`src/sv/ple_pkg.sv`:
```
// shared types and codes for the positional list engine
package ple_pkg;

  localparam int CAPACITY_DEF = 64;
  localparam int VALUE_W      = 32;
  localparam int POS_W        = 7;
  localparam int CNT_OUT_W    = 7;

  // request codes
  typedef enum logic [1:0] {
    REQ_INSERT = 2'd0,
    REQ_DELETE = 2'd1,
    REQ_FIND   = 2'd2,
    REQ_AMEND  = 2'd3
  } req_t;

  // result status codes
  typedef enum logic [1:0] {
    STAT_OK       = 2'd0,
    STAT_BADPOS   = 2'd1,
    STAT_FULL     = 2'd2,
    STAT_NOTFOUND = 2'd3
  } status_t;

  // per-cell operation
  typedef enum logic [1:0] {
    CELL_HOLD   = 2'd0,
    CELL_INSERT = 2'd1,
    CELL_DELETE = 2'd2,
    CELL_AMEND  = 2'd3
  } cell_op_t;

  typedef struct packed {
    cell_op_t            op;
    logic                at;       // cell sits at the addressed position
    logic                past;     // cell sits after the addressed position
    logic                in_list;  // cell holds a live entry
    logic [VALUE_W-1:0]  value;
  } cell_ctl_t;

endpackage

```
`src/sv/ple_cell.sv`:
```
// one storage cell of the list: holds an entry, shifts with its neighbors, compares
module ple_cell (
  input  logic                          clk,
  input  ple_pkg::cell_ctl_t            ctl,
  input  logic [ple_pkg::VALUE_W-1:0]   left_entry,
  input  logic [ple_pkg::VALUE_W-1:0]   right_entry,
  output logic [ple_pkg::VALUE_W-1:0]   entry,
  output logic                          match
);

  logic [ple_pkg::VALUE_W-1:0] entry_r;
  logic [ple_pkg::VALUE_W-1:0] entry_nxt;
  logic                        match_r;
  logic                        match_nxt;

  always_comb begin
    entry_nxt = entry_r;
    case (ctl.op)
      ple_pkg::CELL_INSERT: begin
        if (ctl.at) begin
          entry_nxt = ctl.value;
        end else if (ctl.past) begin
          entry_nxt = left_entry;
        end
      end
      ple_pkg::CELL_DELETE: begin
        if (ctl.at || ctl.past) begin
          entry_nxt = right_entry;
        end
      end
      ple_pkg::CELL_AMEND: begin
        if (ctl.at) begin
          entry_nxt = ctl.value;
        end
      end
      default: begin
        entry_nxt = entry_r;
      end
    endcase
    match_nxt = ctl.in_list && (entry_r == ctl.value);
  end

  always_ff @(posedge clk) begin
    entry_r <= entry_nxt;
    match_r <= match_nxt;
  end

  assign entry = entry_r;
  assign match = match_r;

endmodule

```
`config.mk`:
```
export PLATFORM = sky130hd
export DESIGN_NAME = ple_cell
export DESIGN_NICKNAME = d
export VERILOG_FILES = /design/src/sv/ple_pkg.sv /design/src/sv/ple_cell.sv
export SDC_FILE = /design/constraint.sdc
export NUM_CORES = 1
export LEC_CHECK = 0
export BUFFER_PORTS_ARGS = -buffer_cell sky130_fd_sc_hd__buf_2
export CORE_ASPECT_RATIO = 2
export CORE_UTILIZATION = 48
export DETAILED_ROUTE_END_ITERATION = 7
export HOLD_SLACK_MARGIN = 0.12
export MAX_ROUTING_LAYER = met4
export PLACE_DENSITY = 0.86
export SLEW_MARGIN = 20
export SYNTH_ARGS = -nofsm -noshare
export SYNTH_HDL_FRONTEND = slang
export SYNTH_SLANG_ARGS = --single-unit
```
`constraint.sdc`:
```
create_clock -name clk -period 6.9 [get_ports clk]
set_clock_uncertainty 0.15 [all_clocks]
set_input_delay 0.345 -clock clk [delete_from_list [all_inputs] [get_ports clk]]
set_output_delay 0.345 -clock clk [all_outputs]
set_load 0.03 [all_outputs]
```
==> summary.txt <==
Power and ir drop
  – Internal Power: 0.412 mW
  – Power density cells: 201 nW/um^2
  – Proportion of power drawn by combinational gates: 33.0%
  – Net Sw Frac: 34.2%
  – Reg power frac: 43.5%
  – Psw: 0.215 mW
  – Pleak: 1.40 nW
  – Clock network power share: 23.6%
  – Max VDD drop: 148 uV

Drt
  – Routed WL per cell: 15.7 um
  – First-pass detailed-route iteration total: 4
  – DR vias: 2247
  – Antenna-violating nets left: 0
  – Routed wire length: 6.38 mm
  – DR iter-0 viols: 38
  – Post-route DRC: 0
  – Vias per Instance: 5.52

Cells and area
  – Antenna diodes: 0
  – Nets@finish: 453
  – Share of cells above drive strength 1: 40.9%
  – Layout area overhead: 31.3%
  – Final non-filler cell total: 407

Placed design
  – GP Congestion: 0.848
  – # port buffers: 134
  – Inst Count DP: 399
  – DP HPWL: 4.86 mm

Floorplan
  – Row cnt: 35
  – Core area: 4690 sq um
  – Die height: 102 um
  – Initial Util: 50.8%
  – DIE WIDTH: 51.8 um
  – Io pins: 135
  – Full die area: 5260 sq um

Flow run
  – Max_cap viols: 0

Worst setup path
  – CP Capture Type: flip-flop
  – Startpoint types: input pin
  – End of the critical path: entry[6]$_DFFE_PP_
  – Worst-path fanout max: 66
  – Worst reg2reg startpoint: entry[28]$_DFFE_PP_
  – R2r setup slk: 5.39 ns
  – WP data arrival: 2.10 ns
  – FF-to-FF path depth: 4
  – Reg-to-reg endpoint: match$_DFF_P_
  – Crit Path Class: in -> reg
  – Critical path origin: ctl[36]
  – Required time of the worst setup path: 6.66 ns

GRT
  – GRT Util Overall: 25.1%
  – Largest net degree at the start of global routing: 67
  – Initial antenna violation count: 0
  – Vias in the first global route: 2091
  – Total grt overflow: 0
  – Global-route wire length before repair: 9.23 mm

STA
  – Actual slew at the worst max-slew pin: 1.09 ns
  – Final period util: 34.0%
  – FMAX: 0.426 GHz
  – Fin Setup TNS: 0 ns
  – Relative slew margins: 27.3%
  – Final slew viol count: 0
  – RSZ-0062 raised after global routing: no
  – Hold Violations, Final: 0
  – Final critical-path required period: 2.35 ns
  – Final setup violation count: 0

Synth
  – Syn Nets: 329
  – Register area share after synthesis: 41.2%
  – Synth Warn #: 0
  – Synth Cell Area: 2380 sq um
  – Post-synth cell types: 19
  – Mapped Cells: 227
  – Post-synthesis register bit count: 33
  – Post-Syn Area per Cell: 10.5 sq um

Hold path
  – Worst hold path class: in -> reg

Status
  – Outcome: finished, final reports clean

CTS
  – # resized after CTS: 0
  – Hold-fix buffers, CTS: 0
  – Post-CTS Setup Bufs: 0
  – Num CTS Buffers: 5
  – CTS clk-pin slew, worst paths: 0.06 ns
  – Htree depth: 2
  – Root Driver: clkbuf_8
  – Clk buf depth: 2
  – CTS tree: yes
  – Clock sinks: 33
  – Clock insertion delay at the later pin of the skew report: 0.28 ns
[cell usage after synthesis (all sizes together)]
| cell type | number | area share [%] |
|---|---|---|
| a211oi | 32 | 10 |
| nor3 | 2 | 0.63 |
| clkbuf | 6 | 0.95 |
| dfxtp | 1 | 0.84 |
| xor2 | 31 | 11 |
| nand4 | 1 | 0.26 |
| edfxtp | 32 | 40 |
| a21oi | 33 | 6.9 |
| xnor2 | 1 | 0.37 |
| nor2 | 2 | 0.32 |
| nor2b | 32 | 8.4 |
| nand2 | 1 | 0.16 |
| nor4 | 7 | 2.1 |
| mux2i | 32 | 13 |
| buf | 12 | 3.3 |
| nand3 | 2 | 0.42 |
[layer usage]
layer | up-vias | global-route usage (%) | share of wire, % | wire (um)
li1 | 1102 | - | - | -
met1 | 1037 | 23.4 | 35 | 2210
met2 | 90 | 48.5 | 58 | 3730
met3 | 18 | 1.95 | 3.7 | 234
met4 | 0 | 12.5 | 3.2 | 206
met5 | - | - | 0 | 0
[metrics by stage]
| step | util (%) | area (sq um) | power, mW | hold slack (ns) | setup WS [ns] |
|---|---|---|---|---|---|
| 2_1_floorplan | - | 2380 | 0.405 | 0.346 | 4.09 |
| 3_3_place_gp | 64.8 | 3030 | 0.479 | 0.465 | 4.36 |
| 3_5_place_dp | 64.8 | 3030 | 0.484 | 0.470 | 4.27 |
| 4_1_cts | 66.7 | 3120 | 0.630 | 0.177 | 4.56 |
| 5_1_grt | 66.7 | 3120 | 0.654 | 0.215 | 4.41 |
| 6_report | 66.7 | 3120 | 0.627 | 0.179 | 4.55 |
[how the worst min path moves through the flow]
stage | depth (start not counted) | startpoint | end | slack, ns
finish | 3 | ctl[32] | match$_DFF_P_ | 0.18
global route | 3 | ctl[32] | match$_DFF_P_ | 0.21
CTS | 3 | ctl[32] | match$_DFF_P_ | 0.18
detailed placement | 3 | entry[5]$_DFFE_PP_ | match$_DFF_P_ | 0.47
global placement | 3 | entry[5]$_DFFE_PP_ | match$_DFF_P_ | 0.46
floorplan | 2 | ctl[32] | match$_DFF_P_ | 0.35
[worst max-delay path, cell delays in order]
cell,delay [ns]
buf_2,0.81
nor2_1,0.20
nor2_4,0.73
[flip-flops by register name (all words and copies together), names as in the netlist]
signal	flops
match	1
entry	32
[cell type report]
cell class              instances  area, sq um
well taps                      55         68.8
flip-flops and latches         33          981
repair buffers                135          678
fillers                       373         1560
multi-input cells             176         1310
clock buffers                   8         90.1
[power groups by stage]
stage | combinational [mW] | clock (mW) | sequential (mW)
after global routing | 0.222 | 0.158 | 0.275
final | 0.207 | 0.148 | 0.272
after detailed placement | 0.208 | 0 | 0.277
after floorplan | 0.0780 | 0 | 0.327
after global placement | 0.204 | 0 | 0.276
after CTS | 0.208 | 0.150 | 0.272
[layout by cell type, fill, tap and decap left out]
cell type	instances
nor4_1	6
nor2b_1	32
nor2_1	1
buf_2	134
nor4_2	1
clkbuf_1	2
nor3_1	1
dfxtp_1	1
edfxtp_1	32
xnor2_1	1
nor2_4	1
nand3_1	2
nor3_2	1
xor2_1	31
buf_4	1
a211oi_1	32
nand4_1	1
mux2i_1	32
nand2_1	1
a21oi_1	33
clkbuf_8	6
[logic make-up (layout without fill, tap and decap cells)]
family                 count (synthesis)  count (layout)  synth area share (%)
AO/OA/AOI/OAI                         65              65                  17.0
AND/OR/NAND/NOR                       47              47                  12.3
flip-flops                            33              33                  41.2
XOR/XNOR                              32              32                  11.8
multiplexers                          32              32                  13.5
buffers and inverters                 18             143                  4.21
No activity file was read; power rests on OpenSTA's default activity.
