`config.mk`:
```
export PLATFORM = sky130hd
export DESIGN_NAME = ple_first_match
export DESIGN_NICKNAME = d
export VERILOG_FILES = /design/src/sv/ple_pkg.sv /design/src/sv/ple_first_match.sv
export SDC_FILE = /design/constraint.sdc
export NUM_CORES = 1
export LEC_CHECK = 0
export BUFFER_PORTS_ARGS = -buffer_cell sky130_fd_sc_hd__buf_2
export CAP_MARGIN = 20
export CORE_MARGIN = 2
export CORE_UTILIZATION = 23
export DETAILED_ROUTE_END_ITERATION = 7
export PLACE_DENSITY_LB_ADDON = 0.15
export SLEW_MARGIN = 25
export SYNTH_ARGS = -nofsm -noshare
export SYNTH_HDL_FRONTEND = slang
export SYNTH_SLANG_ARGS = --single-unit
```
`constraint.sdc`:
```
create_clock -name vclk -period 2.9
set_clock_uncertainty 0.15 [all_clocks]
set_input_delay 0 -clock vclk [all_inputs]
set_output_delay 0 -clock vclk [all_outputs]
set_load 0.01 [all_outputs]
```
`src/sv/ple_pkg.sv`:
```
// shared types and codes for the positional list engine
package ple_pkg;

  localparam int CAPACITY_DEF = 64;
  localparam int VALUE_W      = 32;
  localparam int POS_W        = 7;
  localparam int CNT_OUT_W    = 7;

  // request codes
  typedef enum logic [1:0] {
    REQ_INSERT = 2'd0,
    REQ_DELETE = 2'd1,
    REQ_FIND   = 2'd2,
    REQ_AMEND  = 2'd3
  } req_t;

  // result status codes
  typedef enum logic [1:0] {
    STAT_OK       = 2'd0,
    STAT_BADPOS   = 2'd1,
    STAT_FULL     = 2'd2,
    STAT_NOTFOUND = 2'd3
  } status_t;

  // per-cell operation
  typedef enum logic [1:0] {
    CELL_HOLD   = 2'd0,
    CELL_INSERT = 2'd1,
    CELL_DELETE = 2'd2,
    CELL_AMEND  = 2'd3
  } cell_op_t;

  typedef struct packed {
    cell_op_t            op;
    logic                at;       // cell sits at the addressed position
    logic                past;     // cell sits after the addressed position
    logic                in_list;  // cell holds a live entry
    logic [VALUE_W-1:0]  value;
  } cell_ctl_t;

endpackage

```
`src/sv/ple_first_match.sv`:
```
// picks the lowest set match flag and returns its 1-based position
module ple_first_match #(
  parameter int CAPACITY = ple_pkg::CAPACITY_DEF
) (
  input  logic [CAPACITY-1:0]            match_vec,
  output logic                           any_match,
  output logic [ple_pkg::CNT_OUT_W-1:0]  first_pos
);

  localparam int IDX_W = (CAPACITY > 1) ? $clog2(CAPACITY) : 1;
  localparam int CNT_W = $clog2(CAPACITY + 1);

  logic [CAPACITY-1:0] lowest;
  logic [IDX_W-1:0]    match_idx;

  // isolate lowest set bit, then encode the one-hot word
  assign lowest = match_vec & (~match_vec + CAPACITY'(1));

  always_comb begin
    match_idx = '0;
    for (int b = 0; b < IDX_W; b++) begin
      for (int j = 0; j < CAPACITY; j++) begin
        match_idx[b] = match_idx[b] | (lowest[j] & 1'(j >> b));
      end
    end
  end

  assign any_match = |match_vec;
  assign first_pos = ple_pkg::CNT_OUT_W'(CNT_W'(match_idx) + CNT_W'(1));

endmodule

```
==> results of run 1 <==
[layer usage]
| layer | up-vias | share of wire |
|---|---|---|
| li1 | 1099 | - |
| met4 | 0 | 0.014 |
| met5 | - | 0 |
| met3 | 8 | 0.045 |
| met1 | 1010 | 0.47 |
| met2 | 60 | 0.47 |
[worst max-delay path, delay by kind of cell]
| family | cells | cell delay, ns |
|---|---|---|
| compound gates | 4 | 0.70 |
| buf+inv | 2 | 0.22 |
| simple gates | 5 | 1.63 |
[cell type report]
type	count	area, um2
repair buffers	90	495
well taps	77	96.3
inverters	10	37.5
fillers	704	4160
multi-input cells	215	1490
[worst min-delay path by stage]
stage	startpoint	end	slack (ns)	cells past startpoint
final	match_vec[63]	any_match	0.14	3
after global routing	match_vec[63]	any_match	0.17	3
after CTS	match_vec[63]	any_match	0.15	3
after detailed placement	match_vec[63]	any_match	0.14	3
after global placement	match_vec[63]	any_match	0.15	3
after floorplan	match_vec[63]	any_match	-0.02	1
[metrics by stage]
stage	cells	instance area (um2)
floorplan	229	1480
global placement	391	2050
detailed placement	391	2050
CTS	391	2050
global route	392	2110
finish	392	2110
[repair_timing]
action | 4_1_cts | 5_1_grt
gates resized for setup | 0 | 10
setup endpoints to repair | 0 | 3
buffers inserted | 0 | 1
endpoints found under the hold margin | 0 | 0
hold buffers | 0 | 0
[power groups by stage]
stage                     sequential [uW]  combinational, uW  clock, uW
after floorplan                         0               68.0          0
after global placement                  0                167          0
after detailed placement                0                168          0
after CTS                               0                168          0
after global routing                    0                192          0
final                                   0                174          0
[cells by family (layout without fill, tap and decap cells)]
group           Yosys count  count (layout)
buf+inv                  14             100
fa+ha+maj                 1               1
simple gates            143             143
xor+xnor                  3               3
compound gates           68              68
[placed cells by master, fill, tap and decap left out, drive strengths merged, types with 3 or more instances in the layout]
cell | Yosys | layout
buf | 1 | 90
nor2 | 26 | 26
nor4 | 22 | 22
nor3 | 19 | 19
nand2 | 18 | 18
a21oi | 14 | 14
nor2b | 10 | 10
inv | 10 | 10
o21ai | 10 | 10
nand3 | 8 | 8
o211ai | 7 | 7
or3 | 6 | 6
a31oi | 6 | 6
o31ai | 6 | 6
and2 | 4 | 4
nand3b | 4 | 4
a211oi | 4 | 4
nor3b | 4 | 4
nand4 | 4 | 4
nand2b | 3 | 3
or4 | 3 | 3
nor4b | 3 | 3
o2111ai | 3 | 3
==> summary.md, run 1 <==
| Metric | Value |
|---|---|
| DRC violations left | 0 |
| Util after Layout | 0.337 |
| Slew Limit Fails | 0 |
| Netlist cell types | 61 |
| Critical path required time | 2.75 ns |
| Number of DRC markers in iteration 0 | 137 |
| Initial antenna violation count | 0 |
| WS Path Type | in -> out |
| Synth Area in Simple Gates | 0.600 |
| Max_slew headroom | 0.521 |
| GRT met2 Usage | 0.284 |
| Ys Warns | 0 |
| Register area | 0 um2 |
| Final WS setup | 0.170 ns |
| Core region area | 0.00628 mm2 |
| Max incr delay on CP | 0.57 ns |
| Status | finished clean |
| Lkg Pwr | about 0.00078 uW |
| Final min period | 2.73 ns |
| Die Ht | 84.2 um |
| Fmax | around 0.37 GHz |
| CP Capture Type | primary output |
| Syn avg cell area | approximately 6.5 um2 |
| Total grt overflow | 0 |
| Final worst path period share | 0.941 |
| Tot Pwr | about 170 uW |
| M1 GR Usage | 0.230 |
| Dpl hpwl | 5.29 mm |
| Final Setup Violations | 0 |
| Worst endpoint data arrival time | 2.58 ns |
| Maximum VDD drop | 0.0000415 V |
| Total GRT Usage | 0.163 |
| I/O pin count | 72 |
| Die footprint | 0.00709 mm2 |
| DR WL/cell | 15.5 um |
| Largest net degree at the start of global routing | 12 |
| Setup TNS | 0 ns |
| Clock power share | 0 |
| Final Wtd Congestion | 0.923 |
| Fraction of layout instances using a drive strength above 1 | 0.362 |
| Effective utilization at floorplan | 0.236 |
| Total number of vias | 2,177 |
| Area Growth Syn to Fin | 42.9% |
| 1st-pass router iterations | 4 |
| Max FO, Critical Path | 6 |
| Capture point of the critical path | first_pos[5] |
| Place WS | 0.0258 ns |
| Post-DRT Antenna Nets | 0 |
| Global-route wire length before repair | 9.78 mm |
| Synth top cells by count | nor2_1 (25), nor3_1 (19), nand2_1 (18) |
| Compound-Gate Fraction of Synth Area | 0.337 |
| NetSw | 102 uW |
| MaxCap Viol Count | 0 |
| Internal | 72.1 uW |
| Post-Synth XOR/XNOR Area | 0.0178 |
| Synth area leader | nor3_1 |
| Area contributors post-synth | nor3_1 (6.4%), nor2_1 (6.3%), nor4_1 (6.3%) |
| Crit-path most repeated cell | buf_2 |
| Register area share after synthesis | 0 |
| Die span in x | about 84 um |
| CP startpoint kind | input port |
| Mapped Cells | 229 |
| Final Hold Violating Endpoints | 0 |
| Worst-margin pin slew | between 0.7 and 0.8 ns |
| Synth Cell Area | 0.00148 mm2 |
| Post-Synth Adder-Cell Area | 0.00845 |
| Clock buf count | 0 |
| Flip-flop and latch count | 0 |
| Power Density | 82.3 mW/mm2 |
| Sw Share | 0.586 |
| Cell with the most instances after synthesis | nor2_1 |
| Min Hold Slack | 0.141 ns |
| Combinational cell fraction of total power | 1.000 |
| Antenna Cells | 0 |
| Crit path launch | match_vec[45] |
| Syn_nets | between 200 and 300 |
| HP Class | in -> out |
| Largest family of logic cells by synthesized area | simple AND/OR/NAND/NOR gates |
| Synth top area share | 0.0642 |
| Unrepaired setup endpoints after global routing | no |
| DRT Wirelength | 6.09 mm |
| IO buf count | 72 |
| Vias in the first global route | 2,029 |
| Avg Vias per Cell | about 5.6 |
| Sequential power share | 0 |
| GRT busiest layer | met2 |
| Met3 Use GR | 0.00295 |
| Crit path max-delay cell type | or4_4 |
| Post-synthesis mux area share | 0 |
| Final #Nets | around 380 |
| CP Cell Sequence | buf_2 > or4_4 > nor4_4 > and4_4 > a41oi_2 > o2111ai_2 > nor4_2 > or3_4 > o31ai_1 > o31a_1 > buf_2 |
| Row count | 29 |
No activity file was read; power rests on OpenSTA's default activity.
==> inputs of run 2 (changes only) <==
--- a/config.mk
+++ b/config.mk
@@ -5,6 +5,7 @@
 export SDC_FILE = /design/constraint.sdc
 export NUM_CORES = 1
 export LEC_CHECK = 0
+export ABC_AREA = 1
 export BUFFER_PORTS_ARGS = -buffer_cell sky130_fd_sc_hd__buf_2
 export CAP_MARGIN = 20
 export CORE_MARGIN = 2
==> run 2 against run 1 <==
Critical path depth is 7 higher. Setup slack better by 0.48 ns. Wire length is 67% higher. Hold slack better by 0.15 ns. Cell count is 88% higher. Sequential cell count stayed put. Core utilization is 5.0 points lower. Highest routed layer unchanged.
==> summary.md, run 2 <==
| Metric | Value |
|---|---|
| Status | finished clean |
| Clock power share | 0 (unchanged) |
| Final Hold Violating Endpoints | 0 (unchanged) |
| Unrepaired setup endpoints after global routing | no |
| Number of post-CTS setup repair buffers | 0 (unchanged) |
| Avg Vias per Cell | 4.76 (-14%) |
| Min Hold Slack | 0.290 ns (+0.149 ns) |
| Final #Nets | 668 (+75%) |
| Crit path max-delay cell type | nor2_8 |
| Synth Area in Simple Gates | 0.857 (+0.257) |
| Sw Share | 0.648 (+0.0625) |
| Total grt overflow | 0 (unchanged) |
| Post-Synth XOR/XNOR Area | 0.00730 (-0.0105) |
| Met3 Use GR | 0.0147 (+0.0118) |
| WS Path Type | in -> out |
| Capture point of the critical path | first_pos[4] |
| Power Density | 62.7 mW/mm2 (-24%) |
| GRT busiest layer | met2 |
| Final Setup Violations | 0 (unchanged) |
| Post-CTS Hold Fix Bufs | 0 (unchanged) |
| Effective utilization at floorplan | 0.235 (-0.00112) |
| Number of DRC markers in iteration 0 | 157 (+15%) |
| Setup TNS | 0 ns (unchanged) |
| Largest net degree at the start of global routing | 9 (-3) |
| Largest family of logic cells by synthesized area | simple AND/OR/NAND/NOR gates |
| Global-route wire length before repair | 16.9 mm (+73%) |
| Register area share after synthesis | 0 (unchanged) |
| Resize count post-CTS | 0 (unchanged) |
| 1st-pass router iterations | 5 (+1) |
| Die Ht | 106 um (+26%) |
| Register area | 0 um2 (unchanged) |
| Critical path required time | 2.75 ns (about the same) |
| DRT Wirelength | 10.2 mm (+67%) |
| Levels on crit path | 18 (+7) |
| Synth Cell Area | 0.00240 mm2 (+62%) |
| Fraction of layout instances using a drive strength above 1 | 0.198 (-0.164) |
| Post-DRT Antenna Nets | 0 (unchanged) |
| Row count | 37 (+28%) |
| Syn avg cell area | 4.55 um2 (-30%) |
| Antenna Cells | 0 (unchanged) |
| I/O pin count | 72 (unchanged) |
| Worst-margin pin slew | 0.521 ns (-0.196 ns) |
| Commonest non-fill, non-tap cell in the layout | nor2_1 |
| Sequential power share | 0 (unchanged) |
| Max FO, Critical Path | 8 (+2) |
| Initial antenna violation count | 0 (unchanged) |
| Ys Warns | 0 (unchanged) |
| M1 GR Usage | 0.239 (+0.00846) |
| GRT met2 Usage | 0.323 (+0.0390) |
| Cell with the most instances after synthesis | nor2_1 |
| Crit-path leading delay family | simple AND/OR/NAND/NOR gates |
| Mapped Cells | 528 (+130%) |
| Synth top area share | 0.249 (+0.184) |
| DR WL/cell | 13.8 um (-11%) |
| MaxCap Viol Count | 0 (unchanged) |
| Max incr delay on CP | 0.24 ns (-0.33 ns) |
| DRC violations left | 0 (unchanged) |
| Commonest non-fill, non-tap cells in the layout | nor2_1 (159), nand2_1 (140), buf_2 (72), inv_1 (68), nand3_1 (64) |
| Post-Synth Adder-Cell Area | 0.00521 (-0.00324) |
| Total number of vias | 3,510 (+61%) |
| Area Growth Syn to Fin | 22.4% |
| Maximum VDD drop | 0.0000280 V (-33%) |
| IO buf count | 72 (unchanged) |
| Core region area | 0.0102 mm2 (+63%) |
| Worst endpoint data arrival time | 2.10 ns (-0.48 ns) |
| Flip-flop and latch count | 0 (unchanged) |
| Worst Path Buf+Inv | 4 (+2) |
| CP Cell Sequence | buf_2 > nor2_1 > nand2_1 > nor2_2 > nand2_4 > nor2_8 > nand3_2 > nand2_1 > nor2_1 > nand2_2 > inv_2 > nand3_4 > ha_1 > nand3_2 > nand2_1 > inv_1 > nor2_1 > buf_2 |
| Final min period | 2.25 ns (-0.483 ns) |
| Lkg Pwr | 0.00159 uW (+100%) |
| Max_slew headroom | 0.651 (+0.130) |
| Final Wtd Congestion | 0.903 (-2.1%) |
| Die footprint | 0.0113 mm2 (+59%) |
| Total GRT Usage | 0.183 (+0.0209) |
| Synth top cells by count | nor2_1 (159), nand2_1 (140), inv_1 (68) |
| Fmax | 0.445 GHz (+22%) |
| Vias in the first global route | 3,618 (+78%) |
| Final worst path period share | 0.775 (-0.167) |
| Slew Limit Fails | 0 (unchanged) |
| Area of the multi-input gates | 0.00213 mm2 (+43%) |
| CP Capture Type | primary output |
| Layout filler cell count | 1,229 (+75%) |
| Area contributors post-synth | nor2_1 (25%), nand2_1 (22%), nand3_1 (13%) |
| Die span in x | 106 um (+26%) |
| Netlist cell types | 24 (-61%) |
| Combinational cell fraction of total power | 1.000 (about the same) |
| Post-synthesis mux area share | 0 (unchanged) |
| CP startpoint kind | input port |
| HP Class | in -> out |
| Syn_nets | 593 (+100%) |
| Compound-Gate Fraction of Synth Area | 0.0182 (-0.319) |
| Internal | 64.8 uW (-10%) |
| Clock buf count | 0 (unchanged) |
| Synth area leader | nor2_1 |
| NetSw | 119 uW (+17%) |
| Dpl hpwl | 9.19 mm (+74%) |
| Crit path launch | match_vec[10] |
run 2: changes by cell type after synthesis, sizes merged, moves of 12 or more:
cell | before | now
nand3 | 8 | 70
nand2 | 18 | 153
nor4 | 22 | 0
nand4 | 4 | 16
nor2 | 26 | 180
inv | 10 | 72
run 2: cell families after synthesis:
logic type	Yosys count
XOR/XNOR	2
AND/OR/NAND/NOR	445
buffers and inverters	72
AO/OA/AOI/OAI	8
adder cells (fa/ha/maj)	1
run 2: power groups by stage:
stage	registers [uW]	logic, uW	clock network, uW
5_1_grt	0	207	0
3_3_place_gp	0	183	0
4_1_cts	0	184	0
6_report	0	184	0
3_5_place_dp	0	183	0
2_1_floorplan	0	84.5	0
run 2: worst min-delay path by stage:
stage                        from        end  slack [ns]  cells past startpoint
floorplan           match_vec[57]  any_match        0.07                      4
global placement    match_vec[63]  any_match        0.28                      6
detailed placement  match_vec[63]  any_match        0.29                      6
CTS                 match_vec[63]  any_match        0.29                      6
global route        match_vec[58]  any_match        0.33                      6
finish              match_vec[58]  any_match        0.29                      6
run 2: layout make-up:
| type | count | area share |
|---|---|---|
| timing repair buffer | 73 | 0.125 |
| inverter | 72 | 0.0920 |
| tap | 136 | 0.0579 |
| multi-input combinational | 456 | 0.725 |
run 2: per-stage QoR:
| step | total power (uW) | std cells | setup WS [ns] | util | instance area [um2] |
|---|---|---|---|---|---|
| 2_1_floorplan | 84.5 | 528 | 1.13 | - | 2400 |
| 3_5_place_dp | 183 | 737 | 0.655 | 0.287 | 2940 |
| 3_3_place_gp | 183 | 737 | 0.610 | 0.287 | 2940 |
| 6_report | 184 | 737 | 0.654 | 0.287 | 2940 |
| 4_1_cts | 184 | 737 | 0.658 | 0.287 | 2940 |
| 5_1_grt | 207 | 737 | 0.388 | 0.287 | 2940 |
run 2: layer usage:
metal  routed length (um)  part of all wire
met1                 4640              0.46
met2                 4600              0.45
met3                  609             0.060
met4                  312             0.031
met5                    0                 0
run 2: tightest hold or removal path: stages:
cell	delay, ns
buf_2	0.09
nor2_1	0.05
nand2_1	0.07
nor3_1	0.06
nand2_1	0.05
buf_2	0.12
